--- src/hw/rtl/ipv4hp_pkg.sv ---
// Shared types and constants for the IPv4 header parser.
// No dependencies; every file but ipv4hp_if takes names from here.
package ipv4hp_pkg;

    localparam int QUEUE_DEPTH = 4;
    localparam int MAX_PUSH    = 3;
    localparam int PUSH_W      = $clog2(MAX_PUSH + 1);

    localparam logic [5:0]  MIN_HEADER   = 6'd20;
    localparam logic [15:0] COUNT_MAX    = 16'hffff;
    localparam logic [15:0] SUM_GOOD     = 16'hffff;
    localparam logic [7:0]  IHL_MASK     = 8'h0f;
    localparam logic [7:0]  DSCP_MASK    = 8'hfc;
    localparam logic [7:0]  ECN_MASK     = 8'h03;
    localparam logic [15:0] DF_MASK      = 16'h4000;
    localparam logic [15:0] MF_MASK      = 16'h2000;
    localparam logic [15:0] OFFSET_MASK  = 16'h1fff;
    localparam logic [7:0]  OPT_EOOL     = 8'd0;
    localparam logic [7:0]  OPT_NOP      = 8'd1;
    localparam logic [7:0]  OPT_MIN_LEN  = 8'd2;

    typedef enum logic [2:0] {
        KIND_SUMMARY   = 3'd0,
        KIND_OPT_TYPE  = 3'd1,
        KIND_OPT_VALUE = 3'd2,
        KIND_PAYLOAD   = 3'd3,
        KIND_END       = 3'd4
    } t_kind;

    typedef enum logic [2:0] {
        ERR_NONE       = 3'd0,
        ERR_SHORT      = 3'd1,
        ERR_HDR_LEN    = 3'd2,
        ERR_CHECKSUM   = 3'd3,
        ERR_TOTAL_LEN  = 3'd4,
        ERR_OPTION     = 3'd5
    } t_err;

    typedef enum logic [1:0] {
        PH_TYPE  = 2'd0,
        PH_LEN   = 2'd1,
        PH_VALUE = 2'd2
    } t_opt_phase;

    typedef struct packed {
        t_kind       kind;
        t_err        error_code;
        logic [5:0]  dscp_value;
        logic [1:0]  ecn_value;
        logic [15:0] ident_value;
        logic [1:0]  frag_flags;
        logic [12:0] frag_offset;
        logic [7:0]  hop_limit;
        logic [7:0]  proto_number;
        logic [31:0] source_addr;
        logic [31:0] dest_addr;
        logic [7:0]  item_byte;
    } t_result;

    // results produced by one accepted byte, in delivery order
    typedef struct packed {
        logic [PUSH_W-1:0]            count;
        t_result [MAX_PUSH-1:0]       items;
    } t_push;

endpackage

--- src/hw/rtl/ipv4hp_if.sv ---
// Handshake channels of the IPv4 header parser: byte input and result output.
// Depends on ipv4hp_pkg for nothing but shares its field widths.
interface ipv4hp_byte_if;
    logic       valid;
    logic       ready;
    logic [7:0] in_byte;
    logic       last_byte;

    modport source (output valid, in_byte, last_byte, input ready);
    modport sink   (input valid, in_byte, last_byte, output ready);
endinterface

interface ipv4hp_result_if;
    logic        valid;
    logic        ready;
    logic [2:0]  kind;
    logic [2:0]  error_code;
    logic [5:0]  dscp_value;
    logic [1:0]  ecn_value;
    logic [15:0] ident_value;
    logic [1:0]  frag_flags;
    logic [12:0] frag_offset;
    logic [7:0]  hop_limit;
    logic [7:0]  proto_number;
    logic [31:0] source_addr;
    logic [31:0] dest_addr;
    logic [7:0]  item_byte;

    modport source (output valid, kind, error_code, dscp_value, ecn_value, ident_value,
                    frag_flags, frag_offset, hop_limit, proto_number, source_addr,
                    dest_addr, item_byte, input ready);
    modport sink   (input valid, kind, error_code, dscp_value, ecn_value, ident_value,
                    frag_flags, frag_offset, hop_limit, proto_number, source_addr,
                    dest_addr, item_byte, output ready);
endinterface

--- src/hw/rtl/ipv4hp_parse.sv ---
// Per-byte parse step: packet state registers and the update/emit logic.
// Depends on ipv4hp_pkg; feeds up to three results per byte to the result queue.
module ipv4hp_parse (
    input  logic               i_clk,
    input  logic               i_rst_n,
    input  logic               i_cfg_we,
    input  logic               i_cfg_wdata,
    input  logic               i_accept,
    input  logic [7:0]         i_byte,
    input  logic               i_last,
    output ipv4hp_pkg::t_push  o_push
);

    logic                      r_check_en;
    logic [15:0]               r_byte_count, n_byte_count;
    logic [5:0]                r_hdr_bytes, n_hdr_bytes;
    logic [15:0]               r_pkt_len, n_pkt_len;
    logic [15:0]               r_sum, n_sum;
    logic [7:0]                r_high_hold, n_high_hold;
    logic [7:0]                r_tos, n_tos;
    logic [15:0]               r_ident, n_ident;
    logic [15:0]               r_frag, n_frag;
    logic [7:0]                r_ttl, n_ttl;
    logic [7:0]                r_proto, n_proto;
    logic [7:0]                r_opt_type, n_opt_type;
    logic [63:0]               r_addr, n_addr;
    ipv4hp_pkg::t_opt_phase    r_phase, n_phase;
    logic [7:0]                r_opt_left, n_opt_left;
    ipv4hp_pkg::t_err          r_err, n_err;

    function automatic ipv4hp_pkg::t_err raise_err(input ipv4hp_pkg::t_err cur,
                                                   input ipv4hp_pkg::t_err code);
        if (cur == ipv4hp_pkg::ERR_NONE || code < cur) begin
            return code;
        end
        return cur;
    endfunction

    function automatic ipv4hp_pkg::t_result mk_item(input ipv4hp_pkg::t_kind kind,
                                                    input ipv4hp_pkg::t_err err,
                                                    input logic [7:0] item);
        ipv4hp_pkg::t_result r;
        r = '0;
        r.kind       = kind;
        r.error_code = err;
        r.item_byte  = item;
        return r;
    endfunction

    always_comb begin
        logic [15:0]         b;
        logic [16:0]         sum_wide;
        logic [16:0]         opt_end;
        logic [15:0]         count;
        ipv4hp_pkg::t_result summary;

        b            = r_byte_count;
        n_byte_count = r_byte_count;
        n_hdr_bytes  = r_hdr_bytes;
        n_pkt_len    = r_pkt_len;
        n_sum        = r_sum;
        n_high_hold  = r_high_hold;
        n_tos        = r_tos;
        n_ident      = r_ident;
        n_frag       = r_frag;
        n_ttl        = r_ttl;
        n_proto      = r_proto;
        n_opt_type   = r_opt_type;
        n_addr       = r_addr;
        n_phase      = r_phase;
        n_opt_left   = r_opt_left;
        n_err        = r_err;
        o_push       = '0;
        sum_wide     = '0;
        opt_end      = 17'(b) + 17'(i_byte) - 17'd1;
        count        = '0;
        summary      = '0;

        if (i_accept) begin
            if (b >= ipv4hp_pkg::COUNT_MAX) begin
                n_byte_count = ipv4hp_pkg::COUNT_MAX;
                n_err = raise_err(n_err, ipv4hp_pkg::ERR_TOTAL_LEN);
            end else begin
                n_byte_count = b + 16'd1;
            end

            if (b == 16'd0) begin
                n_hdr_bytes = {i_byte[3:0] & ipv4hp_pkg::IHL_MASK[3:0], 2'b00};
                if (n_hdr_bytes < ipv4hp_pkg::MIN_HEADER) begin
                    n_err = raise_err(n_err, ipv4hp_pkg::ERR_HDR_LEN);
                end
            end
            if (b == 16'd1) n_tos = i_byte;
            if (b == 16'd2 || b == 16'd3) n_pkt_len = {r_pkt_len[7:0], i_byte};
            if (b == 16'd4 || b == 16'd5) n_ident = {r_ident[7:0], i_byte};
            if (b == 16'd6 || b == 16'd7) n_frag = {r_frag[7:0], i_byte};
            if (b == 16'd8) n_ttl = i_byte;
            if (b == 16'd9) n_proto = i_byte;
            if (b >= 16'd12 && b < 16'd20) n_addr = {r_addr[55:0], i_byte};

            // ones-complement sum over big-endian 16-bit header words
            if (b < 16'(n_hdr_bytes)) begin
                if (!b[0]) begin
                    n_high_hold = i_byte;
                end else begin
                    sum_wide = 17'(r_sum) + 17'({r_high_hold, i_byte});
                    n_sum = sum_wide[16] ? (sum_wide[15:0] + 16'd1) : sum_wide[15:0];
                end
            end

            // option walk
            if (n_err == ipv4hp_pkg::ERR_NONE && b >= 16'd20 && b < 16'(n_hdr_bytes)) begin
                case (r_phase)
                    ipv4hp_pkg::PH_LEN: begin
                        if (i_byte < ipv4hp_pkg::OPT_MIN_LEN || opt_end > 17'(n_hdr_bytes)) begin
                            n_err = raise_err(n_err, ipv4hp_pkg::ERR_OPTION);
                        end else begin
                            o_push.items[o_push.count] = mk_item(ipv4hp_pkg::KIND_OPT_TYPE,
                                                                 ipv4hp_pkg::ERR_NONE, r_opt_type);
                            o_push.count = o_push.count + 1'b1;
                            n_opt_left = i_byte - ipv4hp_pkg::OPT_MIN_LEN;
                            n_phase = (n_opt_left != 8'd0) ? ipv4hp_pkg::PH_VALUE
                                                           : ipv4hp_pkg::PH_TYPE;
                        end
                    end
                    ipv4hp_pkg::PH_VALUE: begin
                        o_push.items[o_push.count] = mk_item(ipv4hp_pkg::KIND_OPT_VALUE,
                                                             ipv4hp_pkg::ERR_NONE, i_byte);
                        o_push.count = o_push.count + 1'b1;
                        n_opt_left = r_opt_left - 8'd1;
                        if (n_opt_left == 8'd0) n_phase = ipv4hp_pkg::PH_TYPE;
                    end
                    default: begin
                        n_phase = ipv4hp_pkg::PH_TYPE;
                        if (i_byte == ipv4hp_pkg::OPT_EOOL) begin
                            // padding, dropped
                        end else if (i_byte == ipv4hp_pkg::OPT_NOP) begin
                            o_push.items[o_push.count] = mk_item(ipv4hp_pkg::KIND_OPT_TYPE,
                                                                 ipv4hp_pkg::ERR_NONE, i_byte);
                            o_push.count = o_push.count + 1'b1;
                        end else if (b + 16'd1 == 16'(n_hdr_bytes)) begin
                            // multi-byte option with no room for its length
                            n_err = raise_err(n_err, ipv4hp_pkg::ERR_OPTION);
                        end else begin
                            n_opt_type = i_byte;
                            n_phase = ipv4hp_pkg::PH_LEN;
                        end
                    end
                endcase
            end

            if (n_hdr_bytes >= ipv4hp_pkg::MIN_HEADER && b + 16'd1 == 16'(n_hdr_bytes)) begin
                if (r_check_en && n_sum != ipv4hp_pkg::SUM_GOOD) begin
                    n_err = raise_err(n_err, ipv4hp_pkg::ERR_CHECKSUM);
                end
                if (n_err == ipv4hp_pkg::ERR_NONE) begin
                    summary = mk_item(ipv4hp_pkg::KIND_SUMMARY, ipv4hp_pkg::ERR_NONE, 8'd0);
                    summary.dscp_value   = 6'((n_tos & ipv4hp_pkg::DSCP_MASK) >> 2);
                    summary.ecn_value    = 2'(n_tos & ipv4hp_pkg::ECN_MASK);
                    summary.ident_value  = n_ident;
                    summary.frag_flags   = {(n_frag & ipv4hp_pkg::DF_MASK) != 16'd0,
                                            (n_frag & ipv4hp_pkg::MF_MASK) != 16'd0};
                    summary.frag_offset  = 13'(n_frag & ipv4hp_pkg::OFFSET_MASK);
                    summary.hop_limit    = n_ttl;
                    summary.proto_number = n_proto;
                    summary.source_addr  = n_addr[63:32];
                    summary.dest_addr    = n_addr[31:0];
                    o_push.items[o_push.count] = summary;
                    o_push.count = o_push.count + 1'b1;
                end
            end else if (n_hdr_bytes >= ipv4hp_pkg::MIN_HEADER && b >= 16'(n_hdr_bytes)
                         && n_err == ipv4hp_pkg::ERR_NONE) begin
                if (b >= n_pkt_len) begin
                    n_err = raise_err(n_err, ipv4hp_pkg::ERR_TOTAL_LEN);
                end else begin
                    o_push.items[o_push.count] = mk_item(ipv4hp_pkg::KIND_PAYLOAD,
                                                         ipv4hp_pkg::ERR_NONE, i_byte);
                    o_push.count = o_push.count + 1'b1;
                end
            end

            if (i_last) begin
                count = n_byte_count;
                if (count < 16'(n_hdr_bytes)) n_err = raise_err(n_err, ipv4hp_pkg::ERR_HDR_LEN);
                if (count != n_pkt_len) n_err = raise_err(n_err, ipv4hp_pkg::ERR_TOTAL_LEN);
                if (count < 16'(ipv4hp_pkg::MIN_HEADER)) n_err = ipv4hp_pkg::ERR_SHORT;
                o_push.items[o_push.count] = mk_item(ipv4hp_pkg::KIND_END, n_err, 8'd0);
                o_push.count = o_push.count + 1'b1;
                // packet done: back to the reset state
                n_byte_count = '0;
                n_hdr_bytes  = '0;
                n_pkt_len    = '0;
                n_sum        = '0;
                n_high_hold  = '0;
                n_phase      = ipv4hp_pkg::PH_TYPE;
                n_opt_left   = '0;
                n_err        = ipv4hp_pkg::ERR_NONE;
            end
        end
    end

    always_ff @(posedge i_clk) begin
        if (!i_rst_n) begin
            r_check_en   <= 1'b1;
            r_byte_count <= '0;
            r_hdr_bytes  <= '0;
            r_pkt_len    <= '0;
            r_sum        <= '0;
            r_high_hold  <= '0;
            r_phase      <= ipv4hp_pkg::PH_TYPE;
            r_opt_left   <= '0;
            r_err        <= ipv4hp_pkg::ERR_NONE;
        end else begin
            if (i_cfg_we) r_check_en <= i_cfg_wdata;
            r_byte_count <= n_byte_count;
            r_hdr_bytes  <= n_hdr_bytes;
            r_pkt_len    <= n_pkt_len;
            r_sum        <= n_sum;
            r_high_hold  <= n_high_hold;
            r_phase      <= n_phase;
            r_opt_left   <= n_opt_left;
            r_err        <= n_err;
        end
    end

    // header fields; always rewritten before a summary can read them
    always_ff @(posedge i_clk) begin
        r_tos      <= n_tos;
        r_ident    <= n_ident;
        r_frag     <= n_frag;
        r_ttl      <= n_ttl;
        r_proto    <= n_proto;
        r_opt_type <= n_opt_type;
        r_addr     <= n_addr;
    end

    a_last_ends_with_status: assert property (@(posedge i_clk) disable iff (!i_rst_n)
        (i_accept && i_last) |-> (o_push.count != '0 &&
            o_push.items[2'(o_push.count - 1'b1)].kind == ipv4hp_pkg::KIND_END))
        else $error("last byte did not end with a status request");

    a_last_clears_count: assert property (@(posedge i_clk) disable iff (!i_rst_n)
        (i_accept && i_last) |=> (r_byte_count == '0 && r_err == ipv4hp_pkg::ERR_NONE))
        else $error("packet state not cleared after last byte");

    a_swallow_after_error: assert property (@(posedge i_clk) disable iff (!i_rst_n)
        (i_accept && !i_last && r_err != ipv4hp_pkg::ERR_NONE) |-> (o_push.count == '0))
        else $error("request emitted while an error is latched");

endmodule

--- src/hw/rtl/ipv4hp_resq.sv ---
// Result queue: takes up to three results per cycle, delivers one per cycle when ready.
// Depends on ipv4hp_pkg and the result channel interface.
module ipv4hp_resq #(
    parameter int DEPTH = ipv4hp_pkg::QUEUE_DEPTH
) (
    input  logic               i_clk,
    input  logic               i_rst_n,
    input  ipv4hp_pkg::t_push  i_push,
    output logic               o_space,
    ipv4hp_result_if.source    o_out
);

    localparam int IW = (DEPTH > 1) ? $clog2(DEPTH) : 1;
    localparam int CW = $clog2(DEPTH + 1);

    ipv4hp_pkg::t_result r_mem [DEPTH];
    logic [IW-1:0]       r_head, n_head;
    logic [IW-1:0]       r_tail, n_tail;
    logic [CW-1:0]       r_count, n_count;
    logic                pop;
    ipv4hp_pkg::t_result head_item;

    function automatic logic [IW-1:0] slot(input logic [IW-1:0] base,
                                           input logic [ipv4hp_pkg::PUSH_W-1:0] k);
        logic [IW:0] s;
        s = {1'b0, base} + (IW+1)'(k);
        if (s >= (IW+1)'(DEPTH)) s = s - (IW+1)'(DEPTH);
        return s[IW-1:0];
    endfunction

    // room for a worst-case byte regardless of what drains this cycle
    assign o_space = (r_count <= CW'(DEPTH - ipv4hp_pkg::MAX_PUSH));
    assign pop     = o_out.valid && o_out.ready;

    always_comb begin
        n_head  = pop ? slot(r_head, ipv4hp_pkg::PUSH_W'(1)) : r_head;
        n_tail  = slot(r_tail, i_push.count);
        n_count = r_count + CW'(i_push.count) - CW'(pop);
    end

    always_ff @(posedge i_clk) begin
        if (!i_rst_n) begin
            r_head  <= '0;
            r_tail  <= '0;
            r_count <= '0;
        end else begin
            r_head  <= n_head;
            r_tail  <= n_tail;
            r_count <= n_count;
        end
    end

    always_ff @(posedge i_clk) begin
        for (int k = 0; k < ipv4hp_pkg::MAX_PUSH; k++) begin
            if (ipv4hp_pkg::PUSH_W'(k) < i_push.count) begin
                r_mem[slot(r_tail, ipv4hp_pkg::PUSH_W'(k))] <= i_push.items[k];
            end
        end
    end

    assign head_item         = r_mem[r_head];
    assign o_out.valid       = (r_count != '0);
    assign o_out.kind        = head_item.kind;
    assign o_out.error_code  = head_item.error_code;
    assign o_out.dscp_value  = head_item.dscp_value;
    assign o_out.ecn_value   = head_item.ecn_value;
    assign o_out.ident_value = head_item.ident_value;
    assign o_out.frag_flags  = head_item.frag_flags;
    assign o_out.frag_offset = head_item.frag_offset;
    assign o_out.hop_limit   = head_item.hop_limit;
    assign o_out.proto_number = head_item.proto_number;
    assign o_out.source_addr = head_item.source_addr;
    assign o_out.dest_addr   = head_item.dest_addr;
    assign o_out.item_byte   = head_item.item_byte;

    a_no_overflow: assert property (@(posedge i_clk) disable iff (!i_rst_n)
        (i_push.count != '0) |-> o_space)
        else $error("result queue written without space");

    a_count_bound: assert property (@(posedge i_clk) disable iff (!i_rst_n)
        r_count <= CW'(DEPTH))
        else $error("result queue count out of range");

    a_drain_to_empty: assert property (@(posedge i_clk) disable iff (!i_rst_n)
        (r_count == CW'(1) && pop && i_push.count == '0) |=> !o_out.valid)
        else $error("queue still valid after last entry drained");

endmodule

--- src/hw/rtl/ipv4_header_parser.sv ---
// IPv4 header parser top level: byte channel in, result channel out, one config bit.
// Latency: with the queue empty, the first result of a byte is on the output the cycle
//   after the byte is accepted; its further results follow one per cycle when ready.
// Throughput: one byte per cycle; up to three results per byte, drained one per cycle
//   when ready from a QUEUE_DEPTH-entry queue; input stalls without room for three.
// Reset (synchronous, active low): packet state cleared, queue empty, checksum check on.
module ipv4_header_parser #(
    parameter int QUEUE_DEPTH = ipv4hp_pkg::QUEUE_DEPTH
) (
    input  logic             i_clk,
    input  logic             i_rst_n,
    input  logic             i_cfg_we,
    input  logic             i_cfg_wdata,
    ipv4hp_byte_if.sink      i_in,
    ipv4hp_result_if.source  o_out
);

    ipv4hp_pkg::t_push push;
    logic              space;
    logic              accept;

    assign i_in.ready = space;
    assign accept     = i_in.valid && space;

    ipv4hp_parse u_parse (
        .i_clk       (i_clk),
        .i_rst_n     (i_rst_n),
        .i_cfg_we    (i_cfg_we),
        .i_cfg_wdata (i_cfg_wdata),
        .i_accept    (accept),
        .i_byte      (i_in.in_byte),
        .i_last      (i_in.last_byte),
        .o_push      (push)
    );

    ipv4hp_resq #(
        .DEPTH (QUEUE_DEPTH)
    ) u_resq (
        .i_clk   (i_clk),
        .i_rst_n (i_rst_n),
        .i_push  (push),
        .o_space (space),
        .o_out   (o_out)
    );

endmodule

--- src/flat_wrapper.sv ---
// flat-port wrapper written by rule: the top's interface ports become plain ports
module ipv4_header_parser_flat 
#(
    parameter int QUEUE_DEPTH = ipv4hp_pkg::QUEUE_DEPTH
)
  (i_clk, i_rst_n, i_cfg_we, i_cfg_wdata, i_in_valid, i_in_in_byte, i_in_last_byte, i_in_ready, o_out_valid, o_out_kind, o_out_error_code, o_out_dscp_value, o_out_ecn_value, o_out_ident_value, o_out_frag_flags, o_out_frag_offset, o_out_hop_limit, o_out_proto_number, o_out_source_addr, o_out_dest_addr, o_out_item_byte, o_out_ready);
  ipv4hp_byte_if i_in_i ();
  ipv4hp_result_if o_out_i ();
  input  logic i_clk;
  input  logic i_rst_n;
  input  logic i_cfg_we;
  input  logic i_cfg_wdata;
  input wire logic [$bits(i_in_i.valid)-1:0] i_in_valid;
  input wire logic [$bits(i_in_i.in_byte)-1:0] i_in_in_byte;
  input wire logic [$bits(i_in_i.last_byte)-1:0] i_in_last_byte;
  output wire logic [$bits(i_in_i.ready)-1:0] i_in_ready;
  output wire logic [$bits(o_out_i.valid)-1:0] o_out_valid;
  output wire logic [$bits(o_out_i.kind)-1:0] o_out_kind;
  output wire logic [$bits(o_out_i.error_code)-1:0] o_out_error_code;
  output wire logic [$bits(o_out_i.dscp_value)-1:0] o_out_dscp_value;
  output wire logic [$bits(o_out_i.ecn_value)-1:0] o_out_ecn_value;
  output wire logic [$bits(o_out_i.ident_value)-1:0] o_out_ident_value;
  output wire logic [$bits(o_out_i.frag_flags)-1:0] o_out_frag_flags;
  output wire logic [$bits(o_out_i.frag_offset)-1:0] o_out_frag_offset;
  output wire logic [$bits(o_out_i.hop_limit)-1:0] o_out_hop_limit;
  output wire logic [$bits(o_out_i.proto_number)-1:0] o_out_proto_number;
  output wire logic [$bits(o_out_i.source_addr)-1:0] o_out_source_addr;
  output wire logic [$bits(o_out_i.dest_addr)-1:0] o_out_dest_addr;
  output wire logic [$bits(o_out_i.item_byte)-1:0] o_out_item_byte;
  input wire logic [$bits(o_out_i.ready)-1:0] o_out_ready;
  assign i_in_i.valid = i_in_valid;
  assign i_in_i.in_byte = i_in_in_byte;
  assign i_in_i.last_byte = i_in_last_byte;
  assign i_in_ready = i_in_i.ready;
  assign o_out_valid = o_out_i.valid;
  assign o_out_kind = o_out_i.kind;
  assign o_out_error_code = o_out_i.error_code;
  assign o_out_dscp_value = o_out_i.dscp_value;
  assign o_out_ecn_value = o_out_i.ecn_value;
  assign o_out_ident_value = o_out_i.ident_value;
  assign o_out_frag_flags = o_out_i.frag_flags;
  assign o_out_frag_offset = o_out_i.frag_offset;
  assign o_out_hop_limit = o_out_i.hop_limit;
  assign o_out_proto_number = o_out_i.proto_number;
  assign o_out_source_addr = o_out_i.source_addr;
  assign o_out_dest_addr = o_out_i.dest_addr;
  assign o_out_item_byte = o_out_i.item_byte;
  assign o_out_i.ready = o_out_ready;
  ipv4_header_parser #(.QUEUE_DEPTH(QUEUE_DEPTH)) u_core (.i_clk(i_clk), .i_rst_n(i_rst_n), .i_cfg_we(i_cfg_we), .i_cfg_wdata(i_cfg_wdata), .i_in(i_in_i), .o_out(o_out_i));
endmodule
--- config.mk ---
export PLATFORM = sky130hd
export DESIGN_NAME = ipv4_header_parser_flat
export DESIGN_NICKNAME = d
export VERILOG_FILES = /design/src/hw/rtl/ipv4hp_pkg.sv /design/src/hw/rtl/ipv4hp_if.sv /design/src/hw/rtl/ipv4hp_parse.sv /design/src/hw/rtl/ipv4hp_resq.sv /design/src/hw/rtl/ipv4_header_parser.sv /design/src/flat_wrapper.sv
export SDC_FILE = /design/constraint.sdc
export NUM_CORES = 1
export LEC_CHECK = 0
export BUFFER_PORTS_ARGS = -buffer_cell sky130_fd_sc_hd__buf_2
export CAP_MARGIN = 0
export CORE_ASPECT_RATIO = 0.8
export CORE_MARGIN = 2
export CORE_UTILIZATION = 56
export CTS_CLUSTER_DIAMETER = 40
export DETAILED_ROUTE_END_ITERATION = 7
export MAX_ROUTING_LAYER = met4
export PLACE_DENSITY = 0.76
export SETUP_SLACK_MARGIN = 0.1
export SYNTH_ARGS = -nofsm -noshare
export SYNTH_HDL_FRONTEND = slang
export SYNTH_SLANG_ARGS = --single-unit
--- constraint.sdc ---
create_clock -name i_clk -period 17.3 [get_ports i_clk]
set_clock_uncertainty 0.2 [all_clocks]
set_input_delay 0.865 -clock i_clk [delete_from_list [all_inputs] [get_ports i_clk]]
set_output_delay 0.865 -clock i_clk [all_outputs]
set_load 0.02 [all_outputs]
==> reports/qor.yml <==
yosys:
  ys.flop_type: "edfxtp_1"
  ys_seq_elements: 744
  syn_inst: 3029
  netlist-cell-type-count: 100
  postSynthAreaPerCell_um2: 12.3
  synth_edf_count: 659
  netlist_area_um2: 37200
  synth.largest_area_cell: "edfxtp_1"
  yosysTopAreaCellShare_pct: 53.2
  synth_fp_nets: 3151
  ys_top_cells_by_area: "edfxtp_1, mux4_2, nor2_1"
  synth_seq_area_share_pct: 57.8
  async_flop_share_pct: 0
  ys.warnings.count: 0
job:
  max-cap-violations: 0
setup_path:
  startpoint_type: "flip-flop"
  slowest_delay_ps: 890
  crit_arrival_ps: 10170
  critPathMaxFanout: 62
  worst_path_most_repeated_cell: "ha_1"
  worst_ep_required_time_ps: 17360
  worst-setup-path-type: "reg -> reg"
  slowest_stage: "buf_4"
  endpoint_kind: "flip-flop"
clock_tree:
  path_clk_slew_ps: 60
  cts-hold-fix-buffers: 0
  clk_latency_ps: 650
  cts_inserted_buffers: 95
  htree_levels: 3
  cts_num_sinks: 744
  post_cts_buffers: 0
  cts_resized: 0
  cts_root_buffer: "clkbuf_16"
  cts_tree: "built"
  clockBufferDepth: 3
global_route:
  grt_usage_pct: 29.8
  antenna_found_initial: 4
  grt_pass1_wl_um: 150000
  grt_max_degree: 134
  grt_pass1_vias: 25100
  grt.overflow.total: 0
route:
  top_layer_used: "met4"
  wl_per_cell_um: 24.6
  drt_iter0_markers: 2608
  ant_nets: 0
  drt_pass1_iterations: 6
  wl_um: 101000
  wl_met2_um: 46000
  wl_met3_um: 9590
  wl_met1_um: 41700
  drc: 0
  via_count: 25600
  via_per_inst: 6.27
sta:
  slew_headroom_pct: 11.0
  setup_tns_ps: 0
  finalMaxSlewViolations: 0
  max_freq_mhz: 99.0
  fin_crit_ps: 10100
  period_share_pct: 58.4
  worstMarginPinSlew_ps: 1320
  hold_ws_ps: 249
  setup_viol: 0
  hold_violations: 0
  rsz0062_at_grt: "false"
floorplanning:
  dieArea_um2: 68500
  die_w_um: 292
  dieHeight_um: 234
  design.core.area_um2: 65700
  start_util_pct: 56.6
  num_rows: 84
  io_pins: 150
hold_path:
  hp-class: "in -> reg"
place:
  place_hpwl_um: 62400
  gp_congestion: 0.934
  port_buffers: 149
  place_area_um2: 38600
finish:
  final_area_um2: 41800
  drive_gt1_share_pct: 17.1
  fin_nets: 3268
  area_growth_pct: 12.5
  utilization_pct: 63.7
power_and_ir_drop:
  ir_drop_uv: 131
  powerDensity_nw_per_um2: 127
  leakage_nw: 16.1
  finalPower_mw: 5.31
outcome:
  status: "complete, no violations"
==> logic make-up after synthesis <==
family                   synth area share (%)
XOR/XNOR                                 1.84
AO/OA/AOI/OAI                            8.01
multiplexers                             11.3
flip-flops                               57.8
AND/OR/NAND/NOR                          13.2
adder cells (fa/ha/maj)                  3.66
buffers and inverters                    4.26
==> report_power, final <==
group / internal, mW / switching, mW / leakage [nW]
sequential: 2.11 / 0.0708 / 7.22
clock: 1.17 / 0.821 / 1.54
combinational: 0.413 / 0.736 / 7.39
==> cell usage after synthesis, types with 50 or more instances <==
cell type and count:
a21oi_1 98, clkbuf_1 83, dfxtp_1 85, edfxtp_1 659, ha_1 104, inv_1 192
mux2i_1 112, mux4_2 133, nand2_1 117, nor2_1 600, o21ai_0 80, xnor2_1 50
==> through the flow <==
| stage | worst slack [ps] | instances |
|---|---|---|
| floorplan | 732 | 3029 |
| global route | 6660 | 4088 |
| global placement | 7300 | 3909 |
| finish | 7200 | 4088 |
| CTS | 7290 | 4085 |
| detailed placement | 7090 | 3909 |
==> final timing paths <==
kind              cells after the start                       endpoint  slack (ps)                      startpoint
hold reg to reg                       1  u_core.u_parse.r_hdr_bytes[0]         280   u_core.u_parse.r_hdr_bytes[0]
hold / removal                        3      u_core.u_parse.r_check_en         250                     i_cfg_wdata
setup / recovery                     28     u_core.u_resq.r_mem[1][71]        7200  u_core.u_parse.r_byte_count[8]
setup reg to reg                     28     u_core.u_resq.r_mem[1][71]        7200  u_core.u_parse.r_byte_count[8]
==> metal layers <==
metal,vias up,GRT usage [%]
met3,204,6.27
met4,0,10.8
met1,12800,40.7
met5,-,-
met2,1303,44.7
li1,11400,-
==> placed cells by master (no fill, tap or decap), types with 10 or more instances in the layout <==
cell type / count
a2111oi_0: 12
a211oi_1: 16
a21o_1: 34
a21oi_1: 98
a22oi_1: 30
a31oi_1: 18
and2_1: 46
and3_1: 14
buf_2: 149
buf_4: 37
clkbuf_1: 12
clkbuf_16: 97
clkinv_1: 12
clkinvlp_4: 13
dfxtp_1: 83
edfxtp_1: 659
ha_1: 104
inv_1: 192
mux2i_1: 112
mux4_2: 133
nand2_1: 115
nand2b_1: 20
nand3_1: 48
nand4_1: 21
nor2_1: 600
nor2b_1: 48
nor3_1: 38
nor4_1: 14
o21a_1: 11
o21ai_0: 80
o22ai_1: 12
o31ai_1: 11
o41ai_1: 10
or3_1: 12
xnor2_1: 50
xor2_1: 28
==> final cells by class <==
| class | instances | area [um2] |
|---|---|---|
| Tap cell | 860 | 1080 |
| Multi-Input combinational cell | 1919 | 14200 |
| Timing Repair Buffer | 188 | 1060 |
| Clock inverter | 66 | 751 |
| Inverter | 198 | 748 |
| Sequential cell | 744 | 21500 |
| Clock buffer | 110 | 2490 |
| Antenna cell | 3 | 7.51 |
| Fill cell | 4831 | 23900 |
==> registers in the layout (all words and copies together) (netlist names), 3 cells and up, named ones only <==
name	count
u_core.u_parse.r_proto	8
u_core.u_parse.r_opt_type	8
u_core.u_parse.r_frag	15
u_core.u_parse.r_sum	16
u_core.u_parse.r_opt_left	8
u_core.u_parse.r_hdr_bytes	6
u_core.u_parse.r_high_hold	8
u_core.u_resq.r_mem	532
u_core.u_parse.r_ident	16
u_core.u_parse.r_ttl	8
u_core.u_resq.r_count	3
u_core.u_parse.r_err	3
u_core.u_parse.r_addr	64
u_core.u_parse.r_byte_count	16
u_core.u_parse.r_pkt_len	16
u_core.u_parse.r_tos	8
==> worst max-delay path, delay by kind of cell (launching register included) <==
family,cells,cell delay (ps)
adder cells (fa/ha/maj),4,1120
buffers and inverters,4,2000
AND/OR/NAND/NOR,8,2020
multiplexers,2,950
AO/OA/AOI/OAI,10,2860
flip-flops,1,430
(Power assumes the default switching activity.)
